--- src/sv/pia_pkg.sv ---
// Shared constants, codes and types for the positional insert/delete array.
package pia_pkg;

  localparam int DEPTH       = 32;
  localparam int DATA_W      = 32;
  localparam int POS_W       = 6;
  localparam int ACT_W       = 3;
  localparam int STAT_W      = 2;
  localparam int CNT_W       = $clog2(DEPTH + 1);
  localparam int IDX_W       = $clog2(DEPTH);
  localparam int CMP_W       = ((CNT_W > POS_W) ? CNT_W : POS_W) + 1;
  localparam int IN_TDATA_W  = ((POS_W + DATA_W + 7) / 8) * 8;
  localparam int OUT_TDATA_W = ((DATA_W + 7) / 8) * 8;

  typedef enum logic [ACT_W-1:0] {
    ACT_CLEAR   = 3'd0,
    ACT_APPEND  = 3'd1,
    ACT_INSERT  = 3'd2,
    ACT_DELETE  = 3'd3,
    ACT_DISPLAY = 3'd4
  } action_t;

  typedef enum logic [STAT_W-1:0] {
    ST_OK    = 2'd0,
    ST_EMPTY = 2'd1,
    ST_RANGE = 2'd2,
    ST_FULL  = 2'd3
  } status_t;

  // What a cell stores at the next edge.
  typedef enum logic [1:0] {
    CM_HOLD  = 2'd0,
    CM_LOAD  = 2'd1,
    CM_LEFT  = 2'd2,
    CM_RIGHT = 2'd3
  } cell_mode_t;

endpackage

--- src/sv/pia_cell.sv ---
// One storage cell of the element chain.
module pia_cell (
  input  logic                                clk,
  input  pia_pkg::cell_mode_t                 mode,
  input  logic signed [pia_pkg::DATA_W-1:0]   din,
  input  logic signed [pia_pkg::DATA_W-1:0]   left,
  input  logic signed [pia_pkg::DATA_W-1:0]   right,
  output logic signed [pia_pkg::DATA_W-1:0]   q
);
  import pia_pkg::*;

  always_ff @(posedge clk) begin
    unique case (mode)
      CM_LOAD:  q <= din;
      CM_LEFT:  q <= left;
      CM_RIGHT: q <= right;
      default:  q <= q;
    endcase
  end

endmodule

--- src/sv/pia_ctrl.sv ---
// Request decode, element count, display sequencer and result register.
module pia_ctrl (
  input  logic                                   clk,
  input  logic                                   rst,
  input  logic                                   s_tvalid,
  output logic                                   s_tready,
  input  logic [pia_pkg::IN_TDATA_W-1:0]         s_tdata,
  input  logic [pia_pkg::ACT_W-1:0]              s_tuser,
  output logic                                   m_tvalid,
  input  logic                                   m_tready,
  output logic [pia_pkg::OUT_TDATA_W-1:0]        m_tdata,
  output logic [pia_pkg::STAT_W-1:0]             m_tuser,
  output logic                                   m_tlast,
  input  logic signed [pia_pkg::DATA_W-1:0]      cell_q [pia_pkg::DEPTH],
  output pia_pkg::cell_mode_t                    mode [pia_pkg::DEPTH],
  output logic signed [pia_pkg::DATA_W-1:0]      din
);
  import pia_pkg::*;

  typedef enum logic {S_IDLE, S_SHOW} state_t;

  state_t                    state;
  logic [CNT_W-1:0]          count;
  logic [CNT_W-1:0]          count_next;
  logic [CNT_W-1:0]          remain;
  logic                      out_free;
  logic                      out_load;
  logic                      accept;
  logic                      start_show;
  action_t                   act;
  logic [POS_W-1:0]          pos;
  logic signed [DATA_W-1:0]  val;
  logic [CMP_W-1:0]          posx;
  logic [CMP_W-1:0]          nx;
  logic [CMP_W-1:0]          kx;
  logic                      full;
  logic                      empty;
  status_t                   st;
  logic signed [DATA_W-1:0]  res;

  assign out_free = !m_tvalid || m_tready;
  assign s_tready = (state == S_IDLE) && out_free;
  assign accept   = s_tvalid && s_tready;
  // result register takes a new entry this cycle
  assign out_load = (state == S_SHOW) ? out_free : (accept && !start_show);

  always_comb begin
    act        = action_t'(s_tuser);
    pos        = s_tdata[POS_W-1:0];
    val        = s_tdata[POS_W +: DATA_W];
    posx       = CMP_W'(pos);
    nx         = CMP_W'(count);
    kx         = posx - CMP_W'(1);
    full       = (count == CNT_W'(DEPTH));
    empty      = (count == '0);
    st         = ST_OK;
    res        = '0;
    count_next = count;
    start_show = 1'b0;
    din        = val;
    for (int j = 0; j < DEPTH; j++) mode[j] = CM_HOLD;

    if (state == S_SHOW) begin
      // rotate the occupied cells down by one; head wraps to the tail
      din = cell_q[0];
      if (out_free) begin
        for (int j = 0; j < DEPTH; j++) begin
          if (CMP_W'(j) + CMP_W'(1) < nx)       mode[j] = CM_RIGHT;
          else if (CMP_W'(j) + CMP_W'(1) == nx) mode[j] = CM_LOAD;
        end
      end
    end else if (accept) begin
      unique case (act)
        ACT_CLEAR: count_next = '0;
        ACT_APPEND: begin
          if (full) st = ST_FULL;
          else begin
            for (int j = 0; j < DEPTH; j++)
              if (CMP_W'(j) == nx) mode[j] = CM_LOAD;
            count_next = count + CNT_W'(1);
          end
        end
        ACT_INSERT: begin
          if (posx == '0 || posx > nx + CMP_W'(1)) st = ST_RANGE;
          else if (full)                         st = ST_FULL;
          else begin
            for (int j = 0; j < DEPTH; j++) begin
              if (CMP_W'(j) == kx)                        mode[j] = CM_LOAD;
              else if (CMP_W'(j) > kx && CMP_W'(j) <= nx) mode[j] = CM_LEFT;
            end
            count_next = count + CNT_W'(1);
          end
        end
        ACT_DELETE: begin
          if (empty)                        st = ST_EMPTY;
          else if (posx == '0 || posx > nx) st = ST_RANGE;
          else begin
            res = cell_q[kx[IDX_W-1:0]];
            for (int j = 0; j < DEPTH; j++)
              if (CMP_W'(j) >= kx && CMP_W'(j) + CMP_W'(1) < nx) mode[j] = CM_RIGHT;
            count_next = count - CNT_W'(1);
          end
        end
        ACT_DISPLAY: begin
          if (empty) st = ST_EMPTY;
          else       start_show = 1'b1;
        end
        default: st = ST_OK;
      endcase
    end
  end

  always_ff @(posedge clk) begin
    if (rst) begin
      state    <= S_IDLE;
      count    <= '0;
      remain   <= '0;
      m_tvalid <= 1'b0;
    end else begin
      if (out_load)                  m_tvalid <= 1'b1;
      else if (m_tvalid && m_tready) m_tvalid <= 1'b0;
      unique case (state)
        S_IDLE: begin
          if (accept) begin
            count <= count_next;
            if (start_show) begin
              state  <= S_SHOW;
              remain <= count;
            end else begin
              m_tdata  <= OUT_TDATA_W'(unsigned'(res));
              m_tuser  <= st;
              m_tlast  <= 1'b1;
            end
          end
        end
        S_SHOW: begin
          if (out_free) begin
            m_tdata  <= OUT_TDATA_W'(unsigned'(cell_q[0]));
            m_tuser  <= ST_OK;
            m_tlast  <= (remain == CNT_W'(1));
            remain   <= remain - CNT_W'(1);
            if (remain == CNT_W'(1)) state <= S_IDLE;
          end
        end
        default: state <= S_IDLE;
      endcase
    end
  end

  a_count_bound: assert property (@(posedge clk) disable iff (rst)
    count <= CNT_W'(DEPTH))
    else $error("element count above depth");

  a_show_remain: assert property (@(posedge clk) disable iff (rst)
    state == S_SHOW |-> (remain != '0 && remain <= count))
    else $error("display counter out of range");

  a_show_enter: assert property (@(posedge clk) disable iff (rst)
    (accept && act == ACT_DISPLAY && !empty) |=> (state == S_SHOW && !m_tvalid))
    else $error("display did not start");

  a_show_count_stable: assert property (@(posedge clk) disable iff (rst)
    (state == S_SHOW && $past(state) == S_SHOW) |-> $stable(count))
    else $error("count changed during display");

endmodule

--- src/sv/positional_insert_delete_array_unit.sv ---
// Top level: ordered array of signed elements with positional insert/delete.
//
// Elements live in a chain of DEPTH cells, one element per cell, element 1
// in cell 0. Every cell takes its neighbor's value in the same cycle, so
// clear, append, insert and delete each update the chain at once and give
// one result; a new request is accepted once the result register is free.
// Display of n elements starts, then gives one element per cycle while the
// result register is free, as the occupied cells rotate toward cell 0 and
// the head wraps to the tail; after n steps the array is back in its order.
// Requests are not accepted during display. Status codes: ok, empty,
// position out of range, full. Cell contents are not reset; only cells
// below the element count are ever read.
module positional_insert_delete_array_unit (
  input  logic                              clk,
  input  logic                              rst,
  // request side
  input  logic                              s_tvalid,
  output logic                              s_tready,
  input  logic [pia_pkg::IN_TDATA_W-1:0]    s_tdata,  // position[5:0], value[37:6], zero pad
  input  logic [pia_pkg::ACT_W-1:0]         s_tuser,  // action[2:0]
  // result side
  output logic                              m_tvalid,
  input  logic                              m_tready,
  output logic [pia_pkg::OUT_TDATA_W-1:0]   m_tdata,  // value_res[31:0]
  output logic [pia_pkg::STAT_W-1:0]        m_tuser,  // status[1:0]
  output logic                              m_tlast   // last
);
  import pia_pkg::*;

  logic signed [DATA_W-1:0] cell_q [DEPTH];
  cell_mode_t               mode   [DEPTH];
  logic signed [DATA_W-1:0] din;

  pia_ctrl u_ctrl (
    .clk      (clk),
    .rst      (rst),
    .s_tvalid (s_tvalid),
    .s_tready (s_tready),
    .s_tdata  (s_tdata),
    .s_tuser  (s_tuser),
    .m_tvalid (m_tvalid),
    .m_tready (m_tready),
    .m_tdata  (m_tdata),
    .m_tuser  (m_tuser),
    .m_tlast  (m_tlast),
    .cell_q   (cell_q),
    .mode     (mode),
    .din      (din)
  );

  // chain ends feed back their own value; those paths are never selected
  for (genvar j = 0; j < DEPTH; j++) begin : g_cell
    pia_cell u_cell (
      .clk   (clk),
      .mode  (mode[j]),
      .din   (din),
      .left  (cell_q[(j == 0) ? 0 : j - 1]),
      .right (cell_q[(j == DEPTH - 1) ? DEPTH - 1 : j + 1]),
      .q     (cell_q[j])
    );
  end

endmodule

--- config.mk ---
export PLATFORM = sky130hd
export DESIGN_NAME = positional_insert_delete_array_unit
export DESIGN_NICKNAME = d
export VERILOG_FILES = /design/src/sv/pia_pkg.sv /design/src/sv/pia_cell.sv /design/src/sv/pia_ctrl.sv /design/src/sv/positional_insert_delete_array_unit.sv
export SDC_FILE = /design/constraint.sdc
export NUM_CORES = 2
export LEC_CHECK = 0
export BUFFER_PORTS_ARGS = -buffer_cell sky130_fd_sc_hd__buf_2
export CAP_MARGIN = 20
export CORE_AREA = 2 2 401 403
export DETAILED_ROUTE_END_ITERATION = 8
export DIE_AREA = 0 0 403 405
export MAX_ROUTING_LAYER = met4
export PLACE_DENSITY_LB_ADDON = 0.1
export SYNTH_ARGS = -nofsm -noshare
export SYNTH_HDL_FRONTEND = slang
export SYNTH_SLANG_ARGS = --single-unit
--- constraint.sdc ---
create_clock -name clk -period 8.27 [get_ports clk]
set_clock_uncertainty 0.15 [all_clocks]
set_input_delay 0.827 -clock clk [delete_from_list [all_inputs] [get_ports clk]]
set_output_delay 0.827 -clock clk [all_outputs]
set_load 0.01 [all_outputs]
==> summary.txt <==
Placement
  – Worst setup slack before clock tree synthesis: between 1500 and 2000 ps
  – Weighted congestion at the end of routability-driven global placement: approximately 1.1
  – Number of cells after detailed placement: 7987
  – HPWL after detailed placement: 182 mm
  – Count of input and output buffers: 81

Setup path
  – Critical path destination: g_cell[27].u_cell.q[14]
  – Largest fanout of any net on the critical path: 33
  – Type of origin of the critical path: flip-flop
  – Required time worst endpoint: approximately 8500 ps
  – Worst Setup SP: u_ctrl.count[1]
  – Cell count of the worst reg-to-reg path: 13
  – Minimum setup slack among reg-to-reg paths: 1850 ps
  – Crit Reg-Reg Startpoint: u_ctrl.count[1]
  – Arrival time worst endpoint: 6680 ps
  – CP Class: reg -> reg
  – Worst R2R End: g_cell[27].u_cell.q[14]
  – Critical path capture point type: flip-flop

STA
  – Minimum clock period: 6420 ps
  – Post-route setup slack: 1850 ps
  – Setup repair after global routing missed its margin: no
  – Final worst hold slack: a little over 200 ps
  – Maximum clock frequency: 0.156 GHz
  – Final hold violations: 0
  – Total setup violations reported at the end of the flow: 0
  – Worst slew margin relative to its limit: 16.4%
  – Worst slew pin tran: 1240 ps
  – Slew Viols, Final: 0
  – Final setup TNS: 0 ps
  – Final worst path period share: approximately 78%

Power and ir drop
  – Leakage Power: 24.6 nW
  – IR Drop Worst-Case VDD: 166 µV
  – Final Total Pwr: approximately 13 mW
  – PwrDens: 177 nW/µm²

Yosys
  – Async set-or-reset flop fraction in the synthesized netlist: 0%
  – Register bit count reported by yosys: 1073
  – Synth Instances: between 6000 and 7000
  – Cell types with the largest area share after synthesis: edfxtp_1 48%, mux2i_1 11%, mux4_2 8.7%
  – Synth top area share: between 40% and 50%
  – Sequential element share of the synthesized area: between 40% and 50%
  – Number of enable-type register cells in the synthesized netlist: 1059
  – Number of nets produced by synthesis: 6293
  – Most common flop cell mapped by yosys: edfxtp_1
  – Count of unique library cells instantiated by Yosys: 102
  – Cell accounting for the most synthesized area: edfxtp_1
  – Post-synthesis cell area: between 60000 and 70000 µm²
  – Yosys warning count: 0
  – Average size of a mapped cell: 10.7 µm²

Detailed routing
  – DR vias: 53500
  – Post-detailed-route wirelength per cell: 30.6 µm
  – Routed wire length: 252 mm
  – Routed Antenna Nets: 0
  – Detailed-router iteration count before antenna repair: 8
  – First-iteration detailed-routing DRC count: around 7700
  – DRC Markers: 0
  – Via count normalized by instance count: 6.49

Clocking
  – TritonCTS buffer count: 134
  – CTS hold repair buffers: 0
  – Clock transition at the register clock pins on the worst setup and hold paths after CTS: 60 ps
  – Skew-Pair Late Insertion Delay: 780 ps
  – Number of sinks on the clock net: 1073
  – Number of buffers on the longest clock path: 3
  – TritonCTS clock tree: done
  – Number of gates given a new drive strength after cts: 0
  – Count of H-tree levels built during CTS: 4
  – Buffers inserted during post-CTS setup optimization: 0
  – Clock root cell: clkbuf_16

Floorplan
  – Total die area: 163000 µm²
  – Die height: 405 µm
  – Die width: slightly above 400 µm
  – Site row count: between 100 and 150
  – Initial core utilization: 41.7%
  – I/O pin total: 84
  – Area of the placeable core: 159000 µm²

Job
  – Max_cap viols: 0

Hold path
  – Class of the tightest hold or removal check: in -> reg
  – Worst hold path cell count: 3

GRT
  – Largest net degree at the start of global routing: 130
  – GRT Overall Usage: 31.0%
  – Global-route wire length before repair: between 300 and 400 mm
  – Initial antenna violation count: 7
  – Remaining Overflow, GRT: 0
  – Number of global-route vias before repair: just under 50000

Finish
  – Number of non-filler instances in the completed layout: ~8000
  – Synthesis-to-finish area growth: 10.9%
  – Layout net count: a little over 6000
  – Share of post-route cells with drive strength above 1: 15.1%

Status
  – Run status: finished, final reports clean
placed cells by master (no fill, tap or decap), types with 8 or more instances in the layout:
master,instances
mux4_2,256
or2_2,19
clkbuf_16,137
nor2_1,546
nor2b_1,9
buf_8,16
o21ai_0,194
o21ai_1,32
clkinv_1,30
o21ai_4,13
o21ai_2,23
nor3_1,63
and2_1,15
a21oi_1,553
a211oi_1,9
nand2b_1,17
nand4_1,51
o32ai_1,9
a21boi_2,28
inv_1,51
clkbuf_1,39
nand3_1,165
clkinv_2,14
nor3_2,8
o21a_1,9
a22oi_1,262
a31oi_1,239
a2bb2oi_1,36
ha_1,22
nand3b_1,71
mux2i_1,709
nor4_1,8
mux2_2,34
dfxtp_1,13
buf_4,191
edfxtp_1,1059
nand2_1,894
buf_2,80
a211o_1,8
per-stage QoR:
step	area [µm²]	utilization, %
5_1_grt	73600	46.2
6_report	73600	46.2
4_1_cts	73300	46.0
3_3_place_gp	69200	43.4
2_1_floorplan	66400	-
3_5_place_dp	69200	43.4
worst max-delay path, cell delays in order, from the launching register on:
cell	delay [ps]
dfxtp_1	970
nand3_1	760
nor2_1	370
xnor2_1	180
ha_1	360
nand3_1	100
or2_2	320
o211a_1	310
nor2_1	800
a311oi_1	380
a21oi_4	200
buf_4	420
or2_2	200
buf_4	440
flip-flops by register name, indices dropped and copies added, names as in the netlist:
name,count
g_cell.u_cell.q,1024
u_ctrl.m_tdata,32
u_ctrl.count,6
u_ctrl.remain,6
u_ctrl.m_tuser,2
u_ctrl.m_tlast,1
u_ctrl.m_tvalid,1
u_ctrl.state,1
Yosys cell counts (11+ instances only):
cell,n
and2_1,15
mux2_2,34
nand2_1,896
nand4_1,51
ha_1,24
a2bb2oi_1,38
a31oi_1,240
a21oi_1,559
o32ai_1,11
o21ai_1,61
a211o_1,11
buf_2,148
mux2i_1,709
a22oi_1,263
dfxtp_1,14
nor3_1,68
inv_1,52
buf_1,56
nand3_1,165
o21ai_0,197
buf_4,30
edfxtp_1,1059
a211oi_1,12
clkbuf_1,360
or2_2,19
mux4_2,256
nor2_1,549
nand2b_1,21
nand3b_1,71
a21boi_0,34
area by class of cell:
class | instances | area (µm²)
Antenna cell | 5 | 12.5
Clock buffer | 176 | 3570
Clock inverter | 61 | 563
Fill cell | 14700 | 85700
Inverter | 54 | 203
Multi-Input combinational cell | 4497 | 32300
Sequential cell | 1073 | 32100
Tap cell | 2086 | 2610
Timing Repair Buffer | 294 | 2200
metal layers:
layer / up-vias / GRT usage, % / wire, µm
met4: 0 / 6.79 / 4850
met2: 2974 / 41.8 / 104000
li1: 23300 / - / -
met3: 346 / 7.35 / 27600
met1: 26900 / 46.8 / 116000
met5: - / - / 0
cells by family after synthesis:
logic type / synth area share (%)
mux: 20.0
simple gates: 12.5
buf+inv: 4.18
flops: 48.3
compound gates: 14.4
xor+xnor: 0.132
fa+ha+maj: 0.452
how the worst min path moves through the flow:
| stage | start | to | slack [ps] |
|---|---|---|---|
| 6_report | s_tvalid | u_ctrl.m_tvalid | 200 |
| 5_1_grt | s_tvalid | u_ctrl.m_tvalid | 200 |
| 4_1_cts | s_tvalid | u_ctrl.m_tvalid | 150 |
| 3_5_place_dp | u_ctrl.remain[5] | u_ctrl.remain[5] | 350 |
| 3_3_place_gp | u_ctrl.remain[2] | u_ctrl.remain[2] | 350 |
| 2_1_floorplan | u_ctrl.remain[2] | u_ctrl.remain[2] | 320 |
power by group:
part / total (mW) / internal (mW) / leakage [nW] / switching, mW
clock: 5.72 / 3.22 / 2.00 / 2.50
sequential: 6.02 / 6.00 / 9.66 / 0.0149
combinational: 1.33 / 0.452 / 12.9 / 0.874
Note: power is estimated with default switching activity, not from simulation.
